**config.mk**
```make
export PLATFORM = sky130hd
export DESIGN_NAME = lock_table_manager
export DESIGN_NICKNAME = d
export VERILOG_FILES = /design/src/hw/rtl/ltm_pkg.sv /design/src/hw/rtl/lock_table_manager.sv /design/src/hw/rtl/ltm_front.sv /design/src/hw/rtl/ltm_queue.sv /design/src/hw/rtl/ltm_back.sv
export VERILOG_INCLUDE_DIRS = /design/src /design/src/hw/rtl
export SDC_FILE = /design/constraint.sdc
export NUM_CORES = 2
export LEC_CHECK = 0
export BUFFER_PORTS_ARGS = -buffer_cell sky130_fd_sc_hd__buf_2
export CELL_PAD_IN_SITES_DETAIL_PLACEMENT = 1
export CELL_PAD_IN_SITES_GLOBAL_PLACEMENT = 1
export CORE_MARGIN = 5
export CORE_UTILIZATION = 61
export DETAILED_ROUTE_END_ITERATION = 10
export HOLD_SLACK_MARGIN = 0.15
export PLACE_DENSITY_LB_ADDON = 0.12
export SETUP_SLACK_MARGIN = 0.2
export SKIP_LAST_GASP = 1
export SLEW_MARGIN = 20
export SYNTH_ARGS = -nofsm -noshare
export SYNTH_HDL_FRONTEND = slang
export SYNTH_SLANG_ARGS = --single-unit
export TNS_END_PERCENT = 30
```
**constraint.sdc**
```tcl
create_clock -name clk -period 20.5 [get_ports clk]
set_clock_uncertainty 0.05 [all_clocks]
set_input_delay 3.075 -clock clk [delete_from_list [all_inputs] [get_ports clk]]
set_output_delay 3.075 -clock clk [all_outputs]
set_load 0.02 [all_outputs]
```
**src/hw/rtl/assert_macros.svh**
```systemverilog
// Assertion helpers
`ifndef ASSERT_MACROS_SVH
`define ASSERT_MACROS_SVH
`ifndef SYNTHESIS
`define ASSERT_IMPLIES(label, clk, rst_n, a, c) \
	label: assert property (@(posedge clk) disable iff (!rst_n) (a) |-> (c)) else $error("assert");
`define ASSERT_NEXT(label, clk, rst_n, a, c) \
	label: assert property (@(posedge clk) disable iff (!rst_n) (a) |=> (c)) else $error("assert");
`else
`define ASSERT_IMPLIES(label, clk, rst_n, a, c)
`define ASSERT_NEXT(label, clk, rst_n, a, c)
`endif
`endif

```
**src/hw/rtl/ltm_pkg.sv**
```systemverilog
package ltm_pkg;
	localparam int LockEntriesDef = 64;
	localparam int WaiterEntriesDef = 32;
	localparam logic REQ_ACQUIRE = 1'b0;
	localparam logic REQ_RELEASE = 1'b1;
	typedef enum logic [2:0] {
		RC_GRANTED = 3'd0,
		RC_RELEASE_OK = 3'd1,
		RC_UNKNOWN = 3'd2,
		RC_LOCK_FULL = 3'd3,
		RC_WAIT_FULL = 3'd4
	} result_code_t;
	typedef struct packed {
		logic        req_type;
		logic [15:0] client_id;
		logic [31:0] lock_id;
	} req_t;
endpackage

```
**src/hw/rtl/lock_table_manager.sv**
```systemverilog
// The first result beat follows the serial lock-table and waiter scans; a hand-off adds a
// second beat in the cycle after the first.
// Throughput: one request at a time in the back end, set by the serial
// lock-table and waiter scans; a two-entry queue buffers new requests.
// Reset (arst_n low) clears all lock and waiter state at once; no sweep.
// Results are one-cycle strobes; the receiver cannot stall.
module lock_table_manager import ltm_pkg::*; #(
	parameter int LOCK_ENTRIES = LockEntriesDef,
	parameter int WAITER_ENTRIES = WaiterEntriesDef
) (
	input  logic clk,
	input  logic arst_n,
	input  logic start,
	output logic busy,
	input  logic req_type,
	input  logic [15:0] client_id,
	input  logic [31:0] lock_id,
	output logic strobe,
	output logic [2:0] result_code,
	output logic [15:0] dest_client,
	output logic [31:0] result_lock,
	output logic last
);
	logic q_full, q_empty, push, pop;
	req_t push_data, head;
	ltm_front u_front (.clk, .arst_n, .start, .req_type, .client_id, .lock_id,
		.q_full, .busy, .push, .push_data);
	ltm_queue u_queue (.clk, .arst_n, .push, .push_data, .pop, .empty(q_empty),
		.full(q_full), .head);
	ltm_back #(.LOCK_ENTRIES(LOCK_ENTRIES), .WAITER_ENTRIES(WAITER_ENTRIES)) u_back (
		.clk, .arst_n, .q_empty, .q_head(head), .q_pop(pop), .strobe,
		.result_code, .dest_client, .result_lock, .last);
endmodule

```
**src/hw/rtl/ltm_front.sv**
```systemverilog
module ltm_front import ltm_pkg::*; (
	input  logic clk,
	input  logic arst_n,
	input  logic start,
	input  logic req_type,
	input  logic [15:0] client_id,
	input  logic [31:0] lock_id,
	input  logic q_full,
	output logic busy,
	output logic push,
	output req_t push_data
);
	// two-entry queue depth means front stalls only on full
	assign busy = q_full;
	assign push = start && !q_full;
	assign push_data = '{req_type: req_type, client_id: client_id, lock_id: lock_id};
endmodule

```
**src/hw/rtl/ltm_queue.sv**
```systemverilog
`include "assert_macros.svh"
module ltm_queue import ltm_pkg::*; (
	input  logic clk,
	input  logic arst_n,
	input  logic push,
	input  req_t push_data,
	input  logic pop,
	output logic empty,
	output logic full,
	output req_t head
);
	req_t mem_q [2];
	logic wp_q, rp_q;
	logic [1:0] cnt_q;
	assign empty = cnt_q == 2'd0;
	assign full = cnt_q == 2'd2;
	assign head = mem_q[rp_q];
	always_ff @(posedge clk) begin
		if (push) mem_q[wp_q] <= push_data;
	end
	always_ff @(posedge clk or negedge arst_n) begin
		if (!arst_n) begin
			wp_q <= 1'b0; rp_q <= 1'b0; cnt_q <= 2'd0;
		end else begin
			if (push) wp_q <= ~wp_q;
			if (pop) rp_q <= ~rp_q;
			cnt_q <= cnt_q + {1'b0, push} - {1'b0, pop};
		end
	end
	`ASSERT_IMPLIES(a_no_overflow, clk, arst_n, push, !full || pop)
	`ASSERT_IMPLIES(a_no_underflow, clk, arst_n, pop, !empty)
	`ASSERT_IMPLIES(a_cnt_range, clk, arst_n, 1'b1, cnt_q != 2'd3)
endmodule

```
**src/hw/rtl/ltm_back.sv**
```systemverilog
`include "assert_macros.svh"
module ltm_back import ltm_pkg::*; #(
	parameter int LOCK_ENTRIES = LockEntriesDef,
	parameter int WAITER_ENTRIES = WaiterEntriesDef
) (
	input  logic clk,
	input  logic arst_n,
	input  logic q_empty,
	input  req_t q_head,
	output logic q_pop,
	output logic strobe,
	output logic [2:0] result_code,
	output logic [15:0] dest_client,
	output logic [31:0] result_lock,
	output logic last
);
	localparam int LW = $clog2(LOCK_ENTRIES);
	localparam int WW = (WAITER_ENTRIES > 1) ? $clog2(WAITER_ENTRIES) : 1;
	localparam int LC = $clog2(LOCK_ENTRIES + 1);

	typedef enum logic [2:0] {S_IDLE, S_SCAN, S_WSCAN, S_DO, S_HAND} state_t;
	state_t state_q;

	logic [31:0] lock_ids_q [LOCK_ENTRIES];
	logic [LOCK_ENTRIES-1:0] lock_held_q;
	logic [LC-1:0] lock_cnt_q;
	logic [15:0] w_client_q [WAITER_ENTRIES];
	logic [LW-1:0] w_slot_q [WAITER_ENTRIES];
	logic [15:0] w_age_q [WAITER_ENTRIES];
	logic [WAITER_ENTRIES-1:0] w_valid_q;
	logic [15:0] arrival_q;

	req_t req_q;
	logic [LC-1:0] li_q;
	logic [31:0] rd_id_q;
	logic found_q;
	logic [LW-1:0] slot_q;
	logic [WW:0] wi_q;
	logic best_ok_q, free_ok_q;
	logic [WW-1:0] best_q, free_q;
	logic [15:0] best_d_q;
	logic [15:0] hand_client_q;
	logic rd_v_q;

	logic [WW-1:0] wi_idx;
	logic [15:0] wd;
	assign wi_idx = wi_q[WW-1:0];
	assign wd = arrival_q - w_age_q[wi_idx];

	always_ff @(posedge clk) begin
		rd_id_q <= lock_ids_q[li_q[LW-1:0]];
		if (state_q == S_DO && req_q.req_type == REQ_ACQUIRE && !found_q
				&& lock_cnt_q != LC'(LOCK_ENTRIES))
			lock_ids_q[lock_cnt_q[LW-1:0]] <= req_q.lock_id;
		if (state_q == S_DO && req_q.req_type == REQ_ACQUIRE && found_q
				&& lock_held_q[slot_q] && free_ok_q) begin
			w_client_q[free_q] <= req_q.client_id;
			w_slot_q[free_q] <= slot_q;
			w_age_q[free_q] <= arrival_q;
		end
	end

	always_ff @(posedge clk or negedge arst_n) begin
		if (!arst_n) begin
			state_q <= S_IDLE; lock_held_q <= '0; lock_cnt_q <= '0;
			w_valid_q <= '0; arrival_q <= '0; strobe <= 1'b0; q_pop <= 1'b0;
			li_q <= '0; found_q <= 1'b0; slot_q <= '0; wi_q <= '0;
			best_ok_q <= 1'b0; free_ok_q <= 1'b0; best_q <= '0; free_q <= '0;
			best_d_q <= '0; rd_v_q <= 1'b0; req_q <= '0; hand_client_q <= '0;
			result_code <= '0; dest_client <= '0; result_lock <= '0; last <= 1'b0;
		end else begin
			strobe <= 1'b0;
			q_pop <= 1'b0;
			unique case (state_q)
				S_IDLE: begin
					if (!q_empty && !q_pop) begin
						req_q <= q_head; q_pop <= 1'b1;
						li_q <= '0; rd_v_q <= 1'b0; found_q <= 1'b0;
						state_q <= S_SCAN;
					end
				end
				S_SCAN: begin
					// pipelined table read: rd_id_q holds entry li_q-1
					if (rd_v_q && !found_q && rd_id_q == req_q.lock_id) begin
						found_q <= 1'b1;
						slot_q <= LW'(li_q - LC'(1));
					end
					if (li_q < lock_cnt_q && !found_q) begin
						li_q <= li_q + LC'(1); rd_v_q <= 1'b1;
					end else if (!rd_v_q || found_q || rd_id_q != req_q.lock_id
							|| li_q >= lock_cnt_q) begin
						if (!rd_v_q || li_q >= lock_cnt_q || found_q
								|| rd_id_q == req_q.lock_id) begin
							rd_v_q <= 1'b0;
							wi_q <= '0; best_ok_q <= 1'b0; free_ok_q <= 1'b0;
							state_q <= (rd_v_q && !found_q && rd_id_q != req_q.lock_id)
								? S_SCAN : S_WSCAN;
						end
					end
				end
				S_WSCAN: begin
					if (wi_q == (WW+1)'(WAITER_ENTRIES)) state_q <= S_DO;
					else begin
						if (w_valid_q[wi_idx] && w_slot_q[wi_idx] == slot_q
								&& (!best_ok_q || wd > best_d_q)) begin
							best_ok_q <= 1'b1; best_q <= wi_idx; best_d_q <= wd;
						end
						if (!w_valid_q[wi_idx] && !free_ok_q) begin
							free_ok_q <= 1'b1; free_q <= wi_idx;
						end
						wi_q <= wi_q + (WW+1)'(1);
					end
				end
				S_DO: begin
					state_q <= S_IDLE;
					result_lock <= req_q.lock_id;
					dest_client <= req_q.client_id;
					last <= 1'b1;
					strobe <= 1'b1;
					if (req_q.req_type == REQ_ACQUIRE) begin
						if (!found_q) begin
							if (lock_cnt_q == LC'(LOCK_ENTRIES)) result_code <= RC_LOCK_FULL;
							else begin
								result_code <= RC_GRANTED;
								lock_held_q[lock_cnt_q[LW-1:0]] <= 1'b1;
								lock_cnt_q <= lock_cnt_q + LC'(1);
							end
						end else if (!lock_held_q[slot_q]) begin
							result_code <= RC_GRANTED; lock_held_q[slot_q] <= 1'b1;
						end else if (!free_ok_q) result_code <= RC_WAIT_FULL;
						else begin
							strobe <= 1'b0;
							w_valid_q[free_q] <= 1'b1;
							arrival_q <= arrival_q + 16'd1;
						end
					end else if (!found_q) result_code <= RC_UNKNOWN;
					else begin
						result_code <= RC_RELEASE_OK;
						if (!best_ok_q) lock_held_q[slot_q] <= 1'b0;
						else begin
							last <= 1'b0;
							w_valid_q[best_q] <= 1'b0;
							hand_client_q <= w_client_q[best_q];
							state_q <= S_HAND;
						end
					end
				end
				S_HAND: begin
					strobe <= 1'b1; result_code <= RC_GRANTED;
					dest_client <= hand_client_q; last <= 1'b1; state_q <= S_IDLE;
				end
				default: state_q <= S_IDLE;
			endcase
		end
	end
	`ASSERT_NEXT(a_hand_follows, clk, arst_n, state_q == S_HAND, strobe && last)
	`ASSERT_IMPLIES(a_cnt_bound, clk, arst_n, 1'b1, lock_cnt_q <= LC'(LOCK_ENTRIES))
	`ASSERT_IMPLIES(a_pop_idle, clk, arst_n, q_pop, state_q == S_SCAN)
endmodule
```
==> results.py <==
metrics = {
    "placed_design": {
        "io_buffers": 105,
        "place_ws_ns": 10.97,
        "placed_cells": 9693,
        "routabilityCongestion": 0.8422,
        "dpl_cell_area_sq_um": 148600,
        "hpwl_um": 221900,
    },
    "drt": {
        "vias_per_cell": 7.098,
        "post_drt_wl_per_cell_um": 39.43,
        "via_count": 73610,
        "firstDrtPassIters": 5,
        "drt_iter0_drc": 10100,
        "wl_um": 409000,
        "drt.antenna.violating_nets": 0,
        "route.detailed.drc": 0,
    },
    "layout": {
        "drive_gt1_frac": 0.2822,
        "fillCellCount": 17880,
        "nNetsFinal": 7038,
        "final_cell_mix": "edfxtp_1 (3362), mux4_2 (1005), clkbuf_16 (381), dfrtp_1 (238), nand2_1 (213)",
        "instances_no_fill": 10370,
        "layout_commonest_cell": "edfxtp_1",
        "fin_area_sq_um": 160500,
        "syn2layout_area_growth_pct": 12.11,
    },
    "clock_tree": {
        "cts_resized": 0,
        "htreeDepth": 5,
        "cts_buffer_depth": 4,
        "cts_hold_repair.buffers": 0,
        "numClockSinks": 3688,
        "cts-root-buf": "clkbuf_16",
        "clkLatencyLatePin_ns": 0.98,
        "cts_tree": "yes",
        "path_clk_slew_ns": 0.06,
        "cts_buffers": 374,
        "post_cts_buffers": 0,
    },
    "logic_synthesis": {
        "synthArstFlopShare": 0.07972,
        "ys_ff_latch": 3688,
        "synth_edf_count": 3362,
        "synthCells": 6616,
        "ys_types": 73,
        "synthTopCellsByArea": "edfxtp_1 (71%), mux4_2 (16%), dfrtp_1 (5.1%)",
        "avgSynthCellArea_sq_um": 21.63,
        "yosys_warnings": 0,
        "netlist_area_sq_um": 143100,
        "yosysTopAreaCellShare": 0.7053,
        "synthFlopType": "edfxtp_1",
        "seq_area_frac_synth": 0.7612,
        "synth_fp_nets": 6716,
        "synth_area_leader_cell": "edfxtp_1",
    },
    "die": {
        "fp-row-count": 177,
        "die_h_um": 494.4,
        "start_util": 0.6144,
        "die_area_sq_um": 244400,
        "fp.coreArea_sq_um": 233000,
        "die_x_um": 494.4,
        "num_io_pins": 106,
    },
    "global_routing": {
        "grt_pass1_wl_um": 584500,
        "grt.busiest_layer": "met2",
        "antenna_found_initial": 17,
        "use_met1": 0.4395,
        "grt_overflow": 0,
        "grt_pass1_vias": 77800,
        "met3_usage": 0.06607,
        "grt_util_all_layers": 0.3387,
        "grt_start_max_net_pins": 169,
        "use_met2": 0.5579,
    },
    "sta": {
        "period_minus_slack_ns": 9.453,
        "worst_slack_ns": 11.05,
        "final_max_slew_viol_count": 0,
        "maxSlewHeadroom": 0.1643,
        "finalHoldViolCount": 0,
        "worst_pin_slew_ns": 1.249,
        "rsz0062_at_grt": "no",
        "period_share": 0.4611,
        "whs_ns": 0.4245,
        "max_freq_mhz": 105.8,
        "setup-violations-final": 0,
        "tns_ns": 0,
    },
    "critical_path": {
        "endpoint_kind": "flop",
        "cp-start-kind": "flop",
        "critical_path_required_ns": 21.28,
        "critPathKind": "flop to flop",
        "worstPathMaxFanout": 48,
        "cp.arrival_ns": 10.24,
        "crit_chain": "buf_4 > buf_4 > mux4_2 > mux4_2 > mux2i_1 > ha_1 > o21a_1 > o21a_1 > a2111oi_0 > nor3b_1 > or3_1 > a21oi_1 > xnor2_1 > ha_1 > nand3_1 > nor4_1 > a211o_1 > a41oi_1 > a2111oi_2 > nand4_2 > mux2_4",
        "slowest_delay_ns": 0.89,
        "cpMaxStageDelayCell": "buf_4",
    },
    "flow_run": {
        "maxCapViolCount": 0,
    },
    "power_and_ir_drop": {
        "power.density_nw_per_um2": 130.8,
        "vdd_drop_max_mv": 0.1111,
        "p_leak_nw": 51.02,
    },
    "hold_path": {
        "min_path_type": "flop to flop",
    },
    "run_status": {
        "outcome": "complete, no violations",
    },
}
[worst paths after layout]
| kind | from | endpoint | slack, ns | cells past startpoint |
|---|---|---|---|---|
| min in group asynchronous | arst_n | u_back.req_q[20] | 1.99 | 1 |
| worst max register to register | u_back.wi_q[0] | u_back.best_d_q[9] | 11.05 | 21 |
| worst max-delay path | u_back.wi_q[0] | u_back.best_d_q[9] | 11.05 | 21 |
| max in group asynchronous | arst_n | u_back.wi_q[0] | 16.91 | 3 |
| worst min register to register | u_back.result_lock[30] | u_back.result_lock[30] | 0.42 | 2 |
| worst min-delay path | u_back.result_lock[30] | u_back.result_lock[30] | 0.42 | 2 |
[metal layers]
layer | wire length [um] | vias up
li1 | - | 28310
met1 | 140900 | 39160
met2 | 205900 | 5067
met3 | 38870 | 1074
met4 | 23200 | 6
met5 | 43 | -
[stage by stage]
stage / power [mW] / util
floorplan: 12.53 / -
global placement: 14.14 / 0.6375
detailed placement: 14.34 / 0.6377
CTS: 21.02 / 0.6884
global route: 21.67 / 0.6887
finish: 20.98 / 0.6888
[critical path, delay by kind of cell, from the launching register on]
family,cells,cell delay (ns)
multiplexers,4,1.99
AO/OA/AOI/OAI,7,2.01
flip-flops,1,0.79
adder cells (fa/ha/maj),2,0.70
buffers and inverters,2,1.67
AND/OR/NAND/NOR,5,1.96
XOR/XNOR,1,0.12
[logic make-up after synthesis]
family,after synthesis,share of synthesized area
AO/OA/AOI/OAI,581,0.02635
multiplexers,1164,0.1709
buffers and inverters,416,0.01195
XOR/XNOR,85,0.005201
flip-flops,3688,0.7612
AND/OR/NAND/NOR,634,0.02010
adder cells (fa/ha/maj),48,0.004248
[sequential cells by signal (all words and copies together), names as in the netlist, 6 cells and up]
name / cells
u_back.wi_q: 6
u_back.req_q: 49
u_back.result_lock: 32
u_back.w_valid_q: 32
u_back.hand_client_q: 16
u_back.w_age_q: 512
u_back.rd_id_q: 32
u_back.dest_client: 16
u_back.w_slot_q: 192
u_back.lock_ids_q: 2048
u_back.arrival_q: 16
u_back.lock_held_q: 64
u_back.best_d_q: 16
u_queue.mem_q: 98
u_back.lock_cnt_q: 7
u_back.w_client_q: 512
u_back.slot_q: 6
u_back.li_q: 7
[report_power, final]
part           total [mW]  internal (mW)  switching [mW]
Clock                6.72           3.88            2.84
Combinational        4.65           1.79            2.86
Sequential           9.61           9.15           0.456
Total                21.0           14.8            6.16
[Yosys cell counts, drive strengths merged, types with 32 or more instances]
library cell and n:
mux4 1013, inv 53, dfxtp 32, a22oi 54, a22o 64, a21oi 113, nand3 62, ha 47
buf 156, nor2 213, dfrtp 294, o31ai 65, mux2 33, nand2 215, mux2i 118, edfxtp 3362
xnor2 76, o21ai 177, clkbuf 207
[cell type report]
cell class	count	area, sq um	share of cell area
diodes	9	22.52	0.0001404
well taps	3132	3919	0.02442
inverters	53	198.9	0.001240
multi-input cells	2512	33280	0.2074
clock inverters	176	1742	0.01085
repair buffers	309	2165	0.01349
flip-flops and latches	3688	109000	0.6796
clock buffers	492	10090	0.06288
(Power assumes the default switching activity.)
